$ cat config.mk
export PLATFORM = sky130hd
export DESIGN_NAME = flg_queue
export DESIGN_NICKNAME = d
export VERILOG_FILES = /design/src/rtl/flg_pkg.sv /design/src/rtl/flg_queue.sv
export SDC_FILE = /design/constraint.sdc
export NUM_CORES = 1
export LEC_CHECK = 0
export BUFFER_PORTS_ARGS = -buffer_cell sky130_fd_sc_hd__buf_2
export CORE_UTILIZATION = 47
export DETAILED_ROUTE_END_ITERATION = 6
export PLACE_DENSITY_LB_ADDON = 0.2
export SLEW_MARGIN = 10
export SYNTH_ARGS = -nofsm -noshare
export SYNTH_HDL_FRONTEND = slang
export SYNTH_SLANG_ARGS = --single-unit
export TNS_END_PERCENT = 30
$ cat constraint.sdc
create_clock -name clk -period 2.6 [get_ports clk]
set_input_delay 0.52 -clock clk [delete_from_list [all_inputs] [get_ports clk]]
set_output_delay 0.52 -clock clk [all_outputs]
set_load 0.03 [all_outputs]
$ cat src/rtl/flg_pkg.sv
// Package for the LFO-modulated flanger: sizes, register indexes, the queue entry type.
// No dependencies. Every other file of the block imports it.
package flg_pkg;

	// Delay line geometry.
	localparam int DELAY_DEPTH = 65536;
	localparam int ADDR_W      = $clog2(DELAY_DEPTH);

	// Sample and register widths.
	localparam int SAMPLE_W = 16;
	localparam int LFO_W    = 16;
	localparam int DELAY_W  = 24;
	localparam int FRAC_W   = 8;

	// Configuration port.
	localparam int CFG_IDX_W = 2;
	localparam int CFG_DATA_W = DELAY_W;
	localparam logic [CFG_IDX_W-1:0] REG_MIN_DELAY = CFG_IDX_W'(0);
	localparam logic [CFG_IDX_W-1:0] REG_MAX_DELAY = CFG_IDX_W'(1);
	localparam logic [DELAY_W-1:0] MIN_DELAY_RST = DELAY_W'(225792);
	localparam logic [DELAY_W-1:0] MAX_DELAY_RST = DELAY_W'(564480);

	// Delay arithmetic: span is max - min, product is lfo * span, the exact
	// delay carries 24 fraction bits.
	localparam int SPAN_W  = DELAY_W + 1;
	localparam int PROD_W  = SPAN_W + LFO_W;
	localparam int D24_W   = PROD_W + 1;
	localparam int D8_W    = D24_W - 16;
	localparam int WHOLE_W = D8_W - FRAC_W;
	localparam int CMP_W   = ((WHOLE_W > ADDR_W) ? WHOLE_W : ADDR_W) + 1;

	// Queue between the front and the back.
	localparam int QUEUE_DEPTH = 2;
	localparam int QPTR_W      = (QUEUE_DEPTH > 1) ? $clog2(QUEUE_DEPTH) : 1;
	localparam int QCNT_W      = $clog2(QUEUE_DEPTH + 1);

	// Words in flight at most: front stage, queue, back, output register.
	localparam int INFLIGHT_MAX = QUEUE_DEPTH + 3;
	localparam int INFLIGHT_W   = $clog2(INFLIGHT_MAX + 1);

	// One classified sample, ready to be carried out by the back.
	typedef struct packed {
		logic signed [SAMPLE_W-1:0] sample;
		logic [ADDR_W-1:0]          back;
		logic [FRAC_W-1:0]          frac;
	} flg_job_t;

endpackage

$ cat src/rtl/flg_queue.sv
// Short queue that decouples the flanger's front from its back.
// Depends on flg_pkg.
module flg_queue
	import flg_pkg::*;
(
	input  logic     clk,
	input  logic     arst_n,
	input  logic     push_valid,
	output logic     push_ready,
	input  flg_job_t push_job,
	output logic     pop_valid,
	input  logic     pop_ready,
	output flg_job_t pop_job
);

	flg_job_t          slot_q [QUEUE_DEPTH];
	logic [QPTR_W-1:0] wr_ptr_q;
	logic [QPTR_W-1:0] rd_ptr_q;
	logic [QCNT_W-1:0] count_q;
	logic              do_push;
	logic              do_pop;

	assign push_ready = (count_q != QCNT_W'(QUEUE_DEPTH));
	assign pop_valid  = (count_q != '0);
	assign pop_job    = slot_q[rd_ptr_q];
	assign do_push    = push_valid && push_ready;
	assign do_pop     = pop_valid && pop_ready;

	always_ff @(posedge clk or negedge arst_n) begin
		if (!arst_n) begin
			wr_ptr_q <= '0;
			rd_ptr_q <= '0;
			count_q  <= '0;
		end else begin
			if (do_push) begin
				wr_ptr_q <= (wr_ptr_q == QPTR_W'(QUEUE_DEPTH - 1)) ? '0 : wr_ptr_q + 1'b1;
			end
			if (do_pop) begin
				rd_ptr_q <= (rd_ptr_q == QPTR_W'(QUEUE_DEPTH - 1)) ? '0 : rd_ptr_q + 1'b1;
			end
			if (do_push && !do_pop) begin
				count_q <= count_q + 1'b1;
			end else if (do_pop && !do_push) begin
				count_q <= count_q - 1'b1;
			end
		end
	end

	always_ff @(posedge clk) begin
		if (do_push) begin
			slot_q[wr_ptr_q] <= push_job;
		end
	end

endmodule

After elaboration in Yosys (flattened, before gate mapping). Memories as Yosys holds them, arrays and structs flattened. Cells that the tools add are included.

Add/subtract/negate cells: 4. Equal/unequal tests: 1. Mux-type cells: 6. Reductions and logical operators: 8.

Operator list (count): $logic_and A1 B1 Y1 (4); $mux W1 (4); $mux W2 (2); $reduce_bool A2 Y1 (2); $add A1 B1 Y1 const B (2); $add A2 B1 Y2 const B (1); $logic_not A1 Y1 (2); $ne A2 B2 Y1 const B (1); $sub A2 B1 Y2 const B (1).

Register bits after elaboration: 4. Memory bits (writable): 80. Input port bits: 44. Output and inout port bits: 42. Memories kept: 1.

Memories: slot_q (words 2, bits a word 40, rd ports 1, clocked after memory_dff 0, wr ports 1, line flg_queue.sv:16) `flg_job_t slot_q [QUEUE_DEPTH];`.

Logic depth before layout (Yosys ltp).
Word-level depth: 6. Depth in mapped cells: 7. Mapped depth without buffers: 7.

Worst setup path after synthesis. OpenSTA, ideal clock, no wires.

Path type: reg-to-reg. Start point: register count_q[0]. End point: memory slot_q[0][0] in the netlist's numbering, enable pin. Library setup time: 0.437 ns. Data arrival time: 2.576 ns. Required time: 2.163 ns. Path slack: -0.413 ns. Cell stages (with the launch flop): 4. Buffers on the path: 0. Clock period less this slack: 3.013 ns. Cells stage by stage: dfrtp_1 > nand2b_1 > nand2_1 > nor2_1.

Word-level cells in the longest chain between the ends: 4.

Ends and longest elaborated chain: start: declaration (line flg_queue.sv:19) `logic [QCNT_W-1:0] count_q;`; start signal: assignment (line flg_queue.sv:42) `count_q <= count_q + 1'b1;`; start signal: assignment (line flg_queue.sv:44) `count_q <= count_q - 1'b1;`; $ne A2 B2 Y1 (line flg_queue.sv:23) `assign push_ready = (count_q != QCNT_W'(QUEUE_DEPTH));`; named net push_ready (line flg_queue.sv:9) `output logic push_ready,`; $logic_and A1 B1 Y1 (line flg_queue.sv:26) `assign do_push = push_valid && push_ready;`; $mux W1 (line flg_queue.sv:50) `if (do_push) begin`; $mux W1 (not written as such) (line flg_queue.sv:51) `slot_q[wr_ptr_q] <= push_job;`; end: declaration (line flg_queue.sv:16).

The timed path passes the listed nets, and every way through them passes these cells.

==> flow_metrics.env <==
export IMPL_status="finished clean"
export IMPL_final_nets=285
export IMPL_die_height_um=85.6
export IMPL_die_x_um=85.6
export IMPL_grt_antenna_before_repair=0
export IMPL_finalHoldViolations=0
export IMPL_synth_seq_area_share_pct=76.2
export IMPL_hp_class="in2reg"
export IMPL_rr_startpoint="count_q[0]$_DFFE_PN0P_"
export IMPL_min_period_ps=2030
export IMPL_p_per_area_mw_per_mm2=1190
export IMPL_fin_total_pwr_mw=4.72
export IMPL_grt_pass1_wl_mm=7.22
export IMPL_start_util_pct=48.6
export IMPL_diodes=0
export IMPL_relSlewSlack_pct=64.4
export IMPL_reg2reg_depth=4
export IMPL_remaining_drc_errors=0
export IMPL_design_core_area_mm2=0.00676
export IMPL_grt_pass1_vias=1490
export IMPL_drt_iter0_markers=50
export IMPL_cts_hold_buf=1
export IMPL_period_share_pct=78.2
export IMPL_ant_nets=0
export IMPL_via_count=1562
export IMPL_finalSetupTns_ps=0
export IMPL_rsz0062_at_grt="false"
export IMPL_wl_met1_mm=2.07
export IMPL_setup_ws_ps=566
export IMPL_peakVddDrop_v=0.000695
export IMPL_cts_setup_buffers=0
export IMPL_topRoutingLayerUsed="met4"
export IMPL_min_from="push_job[7]"
export IMPL_gp_congestion=0.650
export IMPL_yosys_warnings=0
export IMPL_n_fill_cell=549
export IMPL_cp_start_kind="register"
export IMPL_firstDrtPassIters=4
export IMPL_io_buffers=85
export IMPL_ys_ff_latch=84
export IMPL_yosysUniqueCellTypes=15
export IMPL_p_leak_nw=1.61
export IMPL_clock_sinks=84
export IMPL_max_freq_mhz=492
export IMPL_wl_per_cell_um=14.7
export IMPL_report_final_slew_viol_count=0
export IMPL_rows=30
export IMPL_cp_data_arrival_time_ps=1510
export IMPL_required_ps=2080
export IMPL_critPathLaunch="rd_ptr_q$_DFFE_PN0P_"
export IMPL_whs_path_depth=1
export IMPL_io_pins=86
export IMPL_clock_root_buffer="clkbuf_8"
export IMPL_critPathMaxFanout=31
export IMPL_drive_gt1_share_pct=59.2
export IMPL_ctsResizeCount=0
export IMPL_synthesis_area_mm2=0.00328
export IMPL_avgSynthCellArea_um2=23.0
export IMPL_met2WireLength_mm=2.34
export IMPL_multi_input_area_um2=696
export IMPL_clock_skew_ps=9.43
export IMPL_overflow=0
export IMPL_vias_per_cell=4.81
export IMPL_worst_pin_slew_ps=534
export IMPL_synthCells=143
export IMPL_dp_slack_ps=873
export IMPL_grt_total_usage_pct=13.7
export IMPL_h_tree_depth=3
export IMPL_hpwl_mm=3.23
export IMPL_path_clk_slew_ps=80
export IMPL_setup_viol=0
export IMPL_dr_wl_met3_um=294
export IMPL_regArea_mm2=0.00250
export IMPL_drv_cap=0
export IMPL_cts_tree="done"
export IMPL_clock_latency_ps=340
export IMPL_die_area_mm2=0.00733
export IMPL_area_growth_pct=21.0
export IMPL_grt_max_degree=32
export IMPL_syn_nets=188
export IMPL_cts_buffers=9
export IMPL_cp_end_kind="output pin"
export IMPL_path_class="reg2out"
export IMPL_drt_total_wl_mm=4.79
export IMPL_cts_buffer_depth=2
cell usage after synthesis:
cell type | number | area share (%)
and3_1 | 1 | 0.19
buf_12 | 4 | 2.4
buf_6 | 1 | 0.34
dfrtp_1 | 4 | 3.0
edfxtp_1 | 80 | 73
ha_1 | 1 | 0.38
inv_1 | 1 | 0.11
mux2_2 | 1 | 0.34
mux2_4 | 39 | 18
nand2_1 | 2 | 0.23
nand2b_1 | 1 | 0.19
nor2_1 | 2 | 0.23
or2_1 | 1 | 0.19
xnor2_1 | 3 | 0.80
xor2_1 | 2 | 0.53
where the power goes:
| part | internal [mW] | switching (mW) | total, mW | leakage (nW) |
|---|---|---|---|---|
| registers | 1.85 | 0.0961 | 1.95 | 0.789 |
| logic | 0.825 | 1.18 | 2.00 | 0.748 |
| clock network | 0.345 | 0.422 | 0.766 | 0.0703 |
| total | 3.02 | 1.70 | 4.72 | 1.61 |
kinds of logic after synthesis:
group / Yosys count / synth area share [%]
DFF: 84 / 76.2
buffers and inverters: 6 / 2.90
adders and majority gates: 1 / 0.381
muxes: 40 / 18.2
and+or+nand+nor: 7 / 1.03
xor gates and xnor gates: 5 / 1.33
final cells by class:
| class | count | area share (%) |
|---|---|---|
| timing repair buffer | 91 | 12.8 |
| tap | 80 | 2.52 |
| clock inverter | 4 | 0.661 |
| clock buffer | 12 | 3.40 |
| inverter | 1 | 0.0944 |
| sequential | 84 | 63.0 |
| multi-input combinational | 53 | 17.5 |
stage by stage:
step                      utilization, %  hold WS [ps]  cell area (um^2)  std cells
after floorplan                        -           224              3290        143
after global placement              56.3           336              3800        308
after detailed placement            56.3           337              3800        308
after CTS                           58.8           345              3980        325
after global routing                58.8           337              3980        325
final                               58.8           360              3980        325
worst max-delay path, stage by stage (launching register included):
cell and delay (ps):
dfrtp_2 390, buf_12 250, mux2_2 360, buf_2 180
worst paths after layout:
kind,end,slack (ps)
setup / recovery,pop_job[19],570
hold / removal,slot_q[1][7]$_DFFE_PP_,360
setup reg to reg,slot_q[0][25]$_DFFE_PP_,920
hold reg to reg,count_q[1]$_DFFE_PN0P_,510
max in group asynchronous,rd_ptr_q$_DFFE_PN0P_,1940
min in group asynchronous,wr_ptr_q$_DFFE_PN0P_,510
metal layers:
layer | global-route usage [%] | vias to the layer above
li1 | - | 746
met1 | 16.5 | 754
met2 | 21.7 | 53
met3 | 5.10 | 9
met4 | 6.82 | 0
met5 | 0 | -
state kept, by name (all words and copies together), names as in the netlist:
name	flops
wr_ptr_q	1
rd_ptr_q	1
count_q	2
slot_q	80
cells in the final DEF, fill, tap and decap left out:
master	count
buf_2	85
edfxtp_1	80
mux2_4	39
clkbuf_8	9
xnor2_1	3
clkbuf_1	3
clkinvlp_4	3
dfrtp_1	3
buf_12	3
nand2_1	2
xor2_1	2
buf_4	2
nand2b_1	1
inv_1	1
or2_1	1
and3_2	1
nor2_4	1
nor2_1	1
mux2_2	1
ha_1	1
clkinv_1	1
dlygate4sd3_1	1
dfrtp_2	1
No activity file was read; power rests on OpenSTA's default activity.
