<file path="config.mk">
export PLATFORM = sky130hd
export DESIGN_NAME = flg_front
export DESIGN_NICKNAME = d
export VERILOG_FILES = /design/src/rtl/flg_pkg.sv /design/src/rtl/flg_front.sv
export SDC_FILE = /design/constraint.sdc
export NUM_CORES = 1
export LEC_CHECK = 0
export BUFFER_PORTS_ARGS = -buffer_cell sky130_fd_sc_hd__clkbuf_2
export CAP_MARGIN = 20
export CORE_MARGIN = 2
export CORE_UTILIZATION = 30
export CTS_BUF_LIST = sky130_fd_sc_hd__clkbuf_8
export CTS_CLUSTER_DIAMETER = 150
export DETAILED_ROUTE_END_ITERATION = 12
export GPL_TIMING_DRIVEN = 0
export SLEW_MARGIN = 20
export SYNTH_ARGS = -nofsm -noshare
export SYNTH_HDL_FRONTEND = slang
export SYNTH_SLANG_ARGS = --single-unit
</file>
<file path="constraint.sdc">
create_clock -name clk -period 8 [get_ports clk]
set_clock_uncertainty 0.15 [all_clocks]
set_input_delay 1.2 -clock clk [delete_from_list [all_inputs] [get_ports clk]]
set_output_delay 1.2 -clock clk [all_outputs]
set_load 0.02 [all_outputs]
</file>
<file path="src/rtl/flg_pkg.sv">
// Package for the LFO-modulated flanger: sizes, register indexes, the queue entry type.
// No dependencies. Every other file of the block imports it.
package flg_pkg;

	// Delay line geometry.
	localparam int DELAY_DEPTH = 65536;
	localparam int ADDR_W      = $clog2(DELAY_DEPTH);

	// Sample and register widths.
	localparam int SAMPLE_W = 16;
	localparam int LFO_W    = 16;
	localparam int DELAY_W  = 24;
	localparam int FRAC_W   = 8;

	// Configuration port.
	localparam int CFG_IDX_W = 2;
	localparam int CFG_DATA_W = DELAY_W;
	localparam logic [CFG_IDX_W-1:0] REG_MIN_DELAY = CFG_IDX_W'(0);
	localparam logic [CFG_IDX_W-1:0] REG_MAX_DELAY = CFG_IDX_W'(1);
	localparam logic [DELAY_W-1:0] MIN_DELAY_RST = DELAY_W'(225792);
	localparam logic [DELAY_W-1:0] MAX_DELAY_RST = DELAY_W'(564480);

	// Delay arithmetic: span is max - min, product is lfo * span, the exact
	// delay carries 24 fraction bits.
	localparam int SPAN_W  = DELAY_W + 1;
	localparam int PROD_W  = SPAN_W + LFO_W;
	localparam int D24_W   = PROD_W + 1;
	localparam int D8_W    = D24_W - 16;
	localparam int WHOLE_W = D8_W - FRAC_W;
	localparam int CMP_W   = ((WHOLE_W > ADDR_W) ? WHOLE_W : ADDR_W) + 1;

	// Queue between the front and the back.
	localparam int QUEUE_DEPTH = 2;
	localparam int QPTR_W      = (QUEUE_DEPTH > 1) ? $clog2(QUEUE_DEPTH) : 1;
	localparam int QCNT_W      = $clog2(QUEUE_DEPTH + 1);

	// Words in flight at most: front stage, queue, back, output register.
	localparam int INFLIGHT_MAX = QUEUE_DEPTH + 3;
	localparam int INFLIGHT_W   = $clog2(INFLIGHT_MAX + 1);

	// One classified sample, ready to be carried out by the back.
	typedef struct packed {
		logic signed [SAMPLE_W-1:0] sample;
		logic [ADDR_W-1:0]          back;
		logic [FRAC_W-1:0]          frac;
	} flg_job_t;

endpackage

</file>
<file path="src/rtl/flg_front.sv">
// Front of the flanger: configuration registers, delay computation and clamping.
// Depends on flg_pkg; feeds flg_queue.
module flg_front
	import flg_pkg::*;
(
	input  logic                      clk,
	input  logic                      arst_n,
	input  logic                      cfg_we,
	input  logic [CFG_IDX_W-1:0]      cfg_index,
	input  logic [CFG_DATA_W-1:0]     cfg_data,
	input  logic                      in_valid,
	output logic                      in_ready,
	input  logic signed [SAMPLE_W-1:0] in_sample,
	input  logic signed [LFO_W-1:0]    lfo_value,
	output logic                      push_valid,
	input  logic                      push_ready,
	output flg_job_t                  push_job
);

	logic [DELAY_W-1:0] min_delay_q;
	logic [DELAY_W-1:0] max_delay_q;

	logic                       valid_s1;
	logic signed [SAMPLE_W-1:0] sample_s1;
	logic signed [PROD_W-1:0]   prod_s1;
	logic [DELAY_W:0]           sum_s1;

	logic signed [SPAN_W-1:0] span;
	logic signed [PROD_W-1:0] prod;
	logic signed [D24_W-1:0]  d24;
	logic [D8_W-1:0]          d8;
	logic [CMP_W-1:0]         whole_ext;
	logic [CMP_W-1:0]         limit_ext;
	logic                     in_fire;

	always_ff @(posedge clk or negedge arst_n) begin
		if (!arst_n) begin
			min_delay_q <= MIN_DELAY_RST;
			max_delay_q <= MAX_DELAY_RST;
		end else if (cfg_we) begin
			if (cfg_index == REG_MIN_DELAY) begin
				min_delay_q <= cfg_data[DELAY_W-1:0];
			end
			if (cfg_index == REG_MAX_DELAY) begin
				max_delay_q <= cfg_data[DELAY_W-1:0];
			end
		end
	end

	// Stage one: the one real multiplication, lfo times the span.
	always_comb begin
		span = $signed({1'b0, max_delay_q}) - $signed({1'b0, min_delay_q});
		prod = lfo_value * span;
	end

	assign in_ready = !valid_s1 || push_ready;
	assign in_fire  = in_valid && in_ready;

	always_ff @(posedge clk or negedge arst_n) begin
		if (!arst_n) begin
			valid_s1 <= 1'b0;
		end else if (in_fire) begin
			valid_s1 <= 1'b1;
		end else if (push_ready) begin
			valid_s1 <= 1'b0;
		end
	end

	always_ff @(posedge clk) begin
		if (in_fire) begin
			sample_s1 <= in_sample;
			prod_s1   <= prod;
			sum_s1    <= {1'b0, min_delay_q} + {1'b0, max_delay_q};
		end
	end

	// Stage two: min plus max times 2^15 plus the product gives the delay with
	// 24 fraction bits; keep 8, clamp below at zero and above at the end of the line.
	always_comb begin
		d24 = $signed({2'b00, sum_s1, 15'b0}) + $signed({prod_s1[PROD_W-1], prod_s1});
		if (d24 < 0) begin
			d8 = '0;
		end else begin
			d8 = d24[D24_W-1:16];
		end
		whole_ext = CMP_W'(d8[D8_W-1:FRAC_W]);
		limit_ext = CMP_W'(DELAY_DEPTH - 2);
		push_job.sample = sample_s1;
		if (whole_ext > limit_ext) begin
			push_job.back = limit_ext[ADDR_W-1:0];
			push_job.frac = '0;
		end else begin
			push_job.back = whole_ext[ADDR_W-1:0];
			push_job.frac = d8[FRAC_W-1:0];
		end
	end

	assign push_valid = valid_s1;

endmodule

</file>
After elaboration in Yosys (flattened, before gate mapping). Cells that the tools add are included.

Flip-flop bits (word level): 131. Latch bits: 0. Bits in writable memories: 0. Memory bits (read-only): 0. Input port bits: 63. Output and inout port bits: 42. Logic and storage cells: 24. Memories: 0.

Add/sub/neg operators: 3. Multiply operators: 1. Div/mod/pow operators: 0. Order comparisons: 2. Eq/ne operators: 1. Shifts and indexed selects: 0. Mux-type cells: 4. Bitwise gates (word level): 0. Reduce and logical (&&, ||, !) cells: 7.

Operator list (count): adder 41 x 41 -> 42 bit (1); < comparator 42 x 1 -> 1 bit, second input constant (1); multiplier 16 x 25 -> 41 bit (1); 2-to-1 mux 26 bit (1); adder 24 x 24 -> 25 bit (1); subtractor 24 x 24 -> 25 bit (1); 2-to-1 mux 24 bit (1); > comparator 18 x 16 -> 1 bit, second input constant (1); AND reduction 2 bit (2); equality test 2 x 1 -> 1 bit, second input constant (1); zero test 2 bit (1); 2-to-1 mux 1 bit (2); nonzero test 2 bit (1); logical AND 1 bit (1); zero test 1 bit (1); logical OR 1 bit (1).

Longest topological paths before layout.
Depth after elaboration: 5. Depth in mapped cells: 34. Depth with buffers taken out: 33.

Worst setup path after synthesis. Ideal clock, no wire load.

Path kind: flip-flop to flip-flop. From: reg min_delay_q[13]. To: reg prod_s1[39], data pin. Setup time: 0.263 ns. Arrival: 7.955 ns. Data required time: 7.587 ns. Slack: -0.367 ns. Cell stages (with the launch flop): 30. Path buffers: 2. Period minus slack after synthesis: 8.367 ns. Cell sequence: dfstp_2 inv_1 ha_1 buf_2 a211o_1 or4_1 a21oi_1 o31ai_1 or2_2 xor2_1 buf_2 nand2_1 fa_1 fa_1 fa_1 inv_1 fa_1 fa_1 inv_1 fa_1 inv_1 ha_1 a21o_1 a2111oi_0 a21oi_1 o21ai_0 o21ai_1 a221o_1 nor4_1 nor3_1.

Cells in the longest elaborated chain, start to end: 2.

Ends and longest elaborated chain: start, declared (RTL line flg_front.sv:20) `logic [DELAY_W-1:0] min_delay_q;`; start signal, assigned (RTL line flg_front.sv:42) `min_delay_q <= cfg_data[DELAY_W-1:0];`; subtractor 24 x 24 -> 25 bit (RTL line flg_front.sv:52) `span = $signed({1'b0, max_delay_q}) - $signed({1'b0, min_delay_q});`; multiplier 16 x 25 -> 41 bit (RTL line flg_front.sv:53) `prod = lfo_value * span;`; net prod[39] (RTL line flg_front.sv:29) `logic signed [PROD_W-1:0] prod;`; end signal, assigned (RTL line flg_front.sv:72) `prod_s1 <= prod;`; end, declared (RTL line flg_front.sv:25) `logic signed [PROD_W-1:0] prod_s1;`.

The timed path passes the listed nets, and every way through them passes these cells. A chain may end at the register's enable or synchronous reset.

Final worst setup path.
From: reg max_delay_q[10]. To: reg prod_s1[38], data pin.

Cells in the longest elaborated chain, start to end: 2.

Ends and longest elaborated chain: start, declared (RTL line flg_front.sv:21) `logic [DELAY_W-1:0] max_delay_q;`; start signal, assigned (RTL line flg_front.sv:45) `max_delay_q <= cfg_data[DELAY_W-1:0];`; subtractor 24 x 24 -> 25 bit (RTL line flg_front.sv:52); multiplier 16 x 25 -> 41 bit (RTL line flg_front.sv:53); net prod[38] (RTL line flg_front.sv:29).

The timed path passes the listed nets, and every way through them passes these cells.

==> impl_results.md <==
* Share of layout cells above drive strength 1 at 0.2031
* CP dominant cell by count: fa_1
* Clock transition at path regs at 0.08 ns
* Clk Latency, worst-skew pair at 0.47 ns
* Max Cap Viol at 0
* Final Setup Violations at 17
* Hold path endpoint: min_delay_q[17]
* Failing checks: setup timing
* Final period util at 1.075
* CTS tree: yes
* Final Max Tran Viols at 0
* Worst R2R End: prod_s1[38]
* GRT Overall Usage at 0.1764
* Die Ht at 278.3 µm
* TritonCTS buffer count at 17
* Commonest non-fill, non-tap cell in the layout: inv_1
* Hold slack at 0.3765 ns
* Flop2flop setup slack at -0.60 ns
* Synth Area in XOR/XNOR at 0.03376
* Simple-gate share of the synthesized area at 0.1612
* I/O Pins at 105
* Residual DRC at 0
* Fin worst setup slack at -0.6004 ns
* FILL cells at 7479
* Synth async-reset ratio at 0.4224
* DIE AREA at 77450 µm²
* CP Class: register to register
* H-tree Lvls at 4
* Routability congestion estimate at 0.9005
* Slew HR at 0.2827
* Largest family of logic cells by synthesized area: adder cells
* Hold buffers post-CTS at 0
* EDFF count, synth at 67
* Hold Crit Class: register to register
* Drt wl/cell at 18.15 µm
* Post-Synth Adder-Cell Area at 0.4396
* RSZ-0062 raised after global routing: true
* Initial drt markers at 1186
* Cells after Synth at 2497
* Most frequent cells in the layout: 487 x inv_1, 371 x fa_1, 292 x nand2_1, 139 x and2_1, 139 x ha_1
* Root buffer cell: clkbuf_8
* Antenna Nets Post-Route at 0
* Crit path largest cell delay at 0.65 ns
* Final WL at 67.28 mm
* Vias per inst at 4.844
* Core area at 74450 µm²
* Worst Path Required at 8.07 ns
* HPWL after DPL at 52.97 mm
* CP arrival at 8.67 ns
* Critical-path top delay cell: fa_2
* Worst Tran Pin Value at 1.072 ns
* Max Fclk at 116.3 MHz
* Crit path max fanout at 5
* Die width at 278.3 µm
* Synth Area in Compound Gates at 0.09717
* Final hold violation count at 0
* Clk buf depth at 2
* Post-Place Worst Slack at -2.299 ns
* Final min period at 8.600 ns
* #FFs+latches synth at 116
* Hold Crit Depth at 2
* Cell variety after synth at 85
* Critical Path End Type: register
* Via count at 17960
* Nets@finish at 3347
* Initial antenna violation count at 0
* Mux cell area share after synthesis at 0.01480
* Seq/Total Area, Yosys at 0.1441
* PortBufs at 101
* Min-Delay Startpoint: min_delay_q[17]
* DR pass1 iterations at 6
* Status: finished, violations left
* Startpoint class of the critical path: register
* Commonest register cell after synthesis: edfxtp_1
* Syn Area/Cell at 9.040 µm²
* Clock sinks at 116
* Pin count of the biggest net entering global routing at 53
* Area delta synth->final at 21.23%
* GRT overflow at 0
* Vias in the first global route at 18640
* First-pass GRT wire length at 105.5 mm
* Cell Area, Synth at 22570 µm²
* Std cell rows at 100
* R2R depth at 33
* RR Startpoint: max_delay_q[10]
* Post-Route Setup TNS at -4.838 ns
* Ys Warns at 0
* Diodes inserted at 0
* Initial core utilization at 0.3032
* Syn Nets at 3119
[metal layers]
metal	up-vias	share of wire	global-route usage
li1	8269	-	-
met1	9041	0.41	0.2229
met2	541	0.50	0.3037
met3	107	0.054	0.02661
met4	0	0.042	0.06708
met5	-	0	0
[worst max-delay path, delay by kind of cell, from the launching register on]
kind,cells,cell delay (ns)
AO/OA/AOI/OAI,9,1.37
XOR/XNOR,1,0.15
adder cells (fa/ha/maj),8,3.71
buffers and inverters,8,0.83
flip-flops,1,0.57
AND/OR/NAND/NOR,7,1.53
[timing repair]
item,in CTS,in global routing
gates resized for setup,237,120
buffers inserted,84,33
cloned,0,0
setup endpoints to repair,26,26
pin swaps,98,68
[cell type report]
cell class / count / area (µm²) / area share
plain buffers: 121 / 650.6 / 0.02378
clock buffers: 17 / 234.0 / 0.008550
clock inverters: 15 / 193.9 / 0.007087
inverters: 516 / 1951 / 0.07128
multi-input cells: 1736 / 18320 / 0.6695
flip-flops and latches: 116 / 3253 / 0.1189
well taps: 969 / 1212 / 0.04431
repair buffers: 217 / 1549 / 0.05660
[cell usage after synthesis, types with 22 or more instances]
library cell,n,area (µm²)
nor2_1,99,371.6
fa_1,390,7807
and2_1,141,882.1
xnor2_1,62,543.0
nor3_1,27,135.1
ha_1,169,2115
xor2_1,25,219.0
nand3_1,28,140.1
nand2_1,305,1145
a21oi_1,78,390.4
inv_1,516,1937
clkbuf_1,107,401.6
a21o_1,29,217.7
dfrtp_1,37,925.9
mux2_2,26,292.8
nor2b_1,22,137.6
o21ai_0,70,350.3
edfxtp_1,67,2012
[how the worst max path moves through the flow]
| stage | start | end | cells after the start |
|---|---|---|---|
| after global routing | max_delay_q[11] | prod_s1[38] | 35 |
| after detailed placement | max_delay_q[0] | prod_s1[39] | 33 |
| after global placement | max_delay_q[0] | prod_s1[39] | 33 |
| after CTS | max_delay_q[8] | prod_s1[40] | 32 |
| after floorplan | min_delay_q[13] | prod_s1[39] | 32 |
| final | max_delay_q[10] | prod_s1[38] | 33 |
[flip-flops by register name, indices dropped and copies added, names as in the netlist]
signal and flops:
sample_s1 16, push_valid 1, min_delay_q 24, prod_s1 26
max_delay_q 24, sum_s1 25
[per-stage QoR]
stage                       util  area (µm²)  std cells
after floorplan                -       22690       2497
after global placement    0.3279       24410       3567
after detailed placement  0.3285       24450       3568
after CTS                 0.3589       26720       3678
after global routing      0.3676       27370       3707
final                     0.3676       27370       3707
[logic make-up (layout without fill, tap and decap cells)]
logic type | Yosys count | after routing
AND/OR/NAND/NOR | 737 | 737
AO/OA/AOI/OAI | 323 | 323
multiplexers | 30 | 30
buffers and inverters | 645 | 886
XOR/XNOR | 87 | 87
adder cells (fa/ha/maj) | 559 | 559
flip-flops | 116 | 116
Power is left out: the tool's default activity adds up to more than one toggle a clock period on the data nets, which glitch-free logic cannot reach.
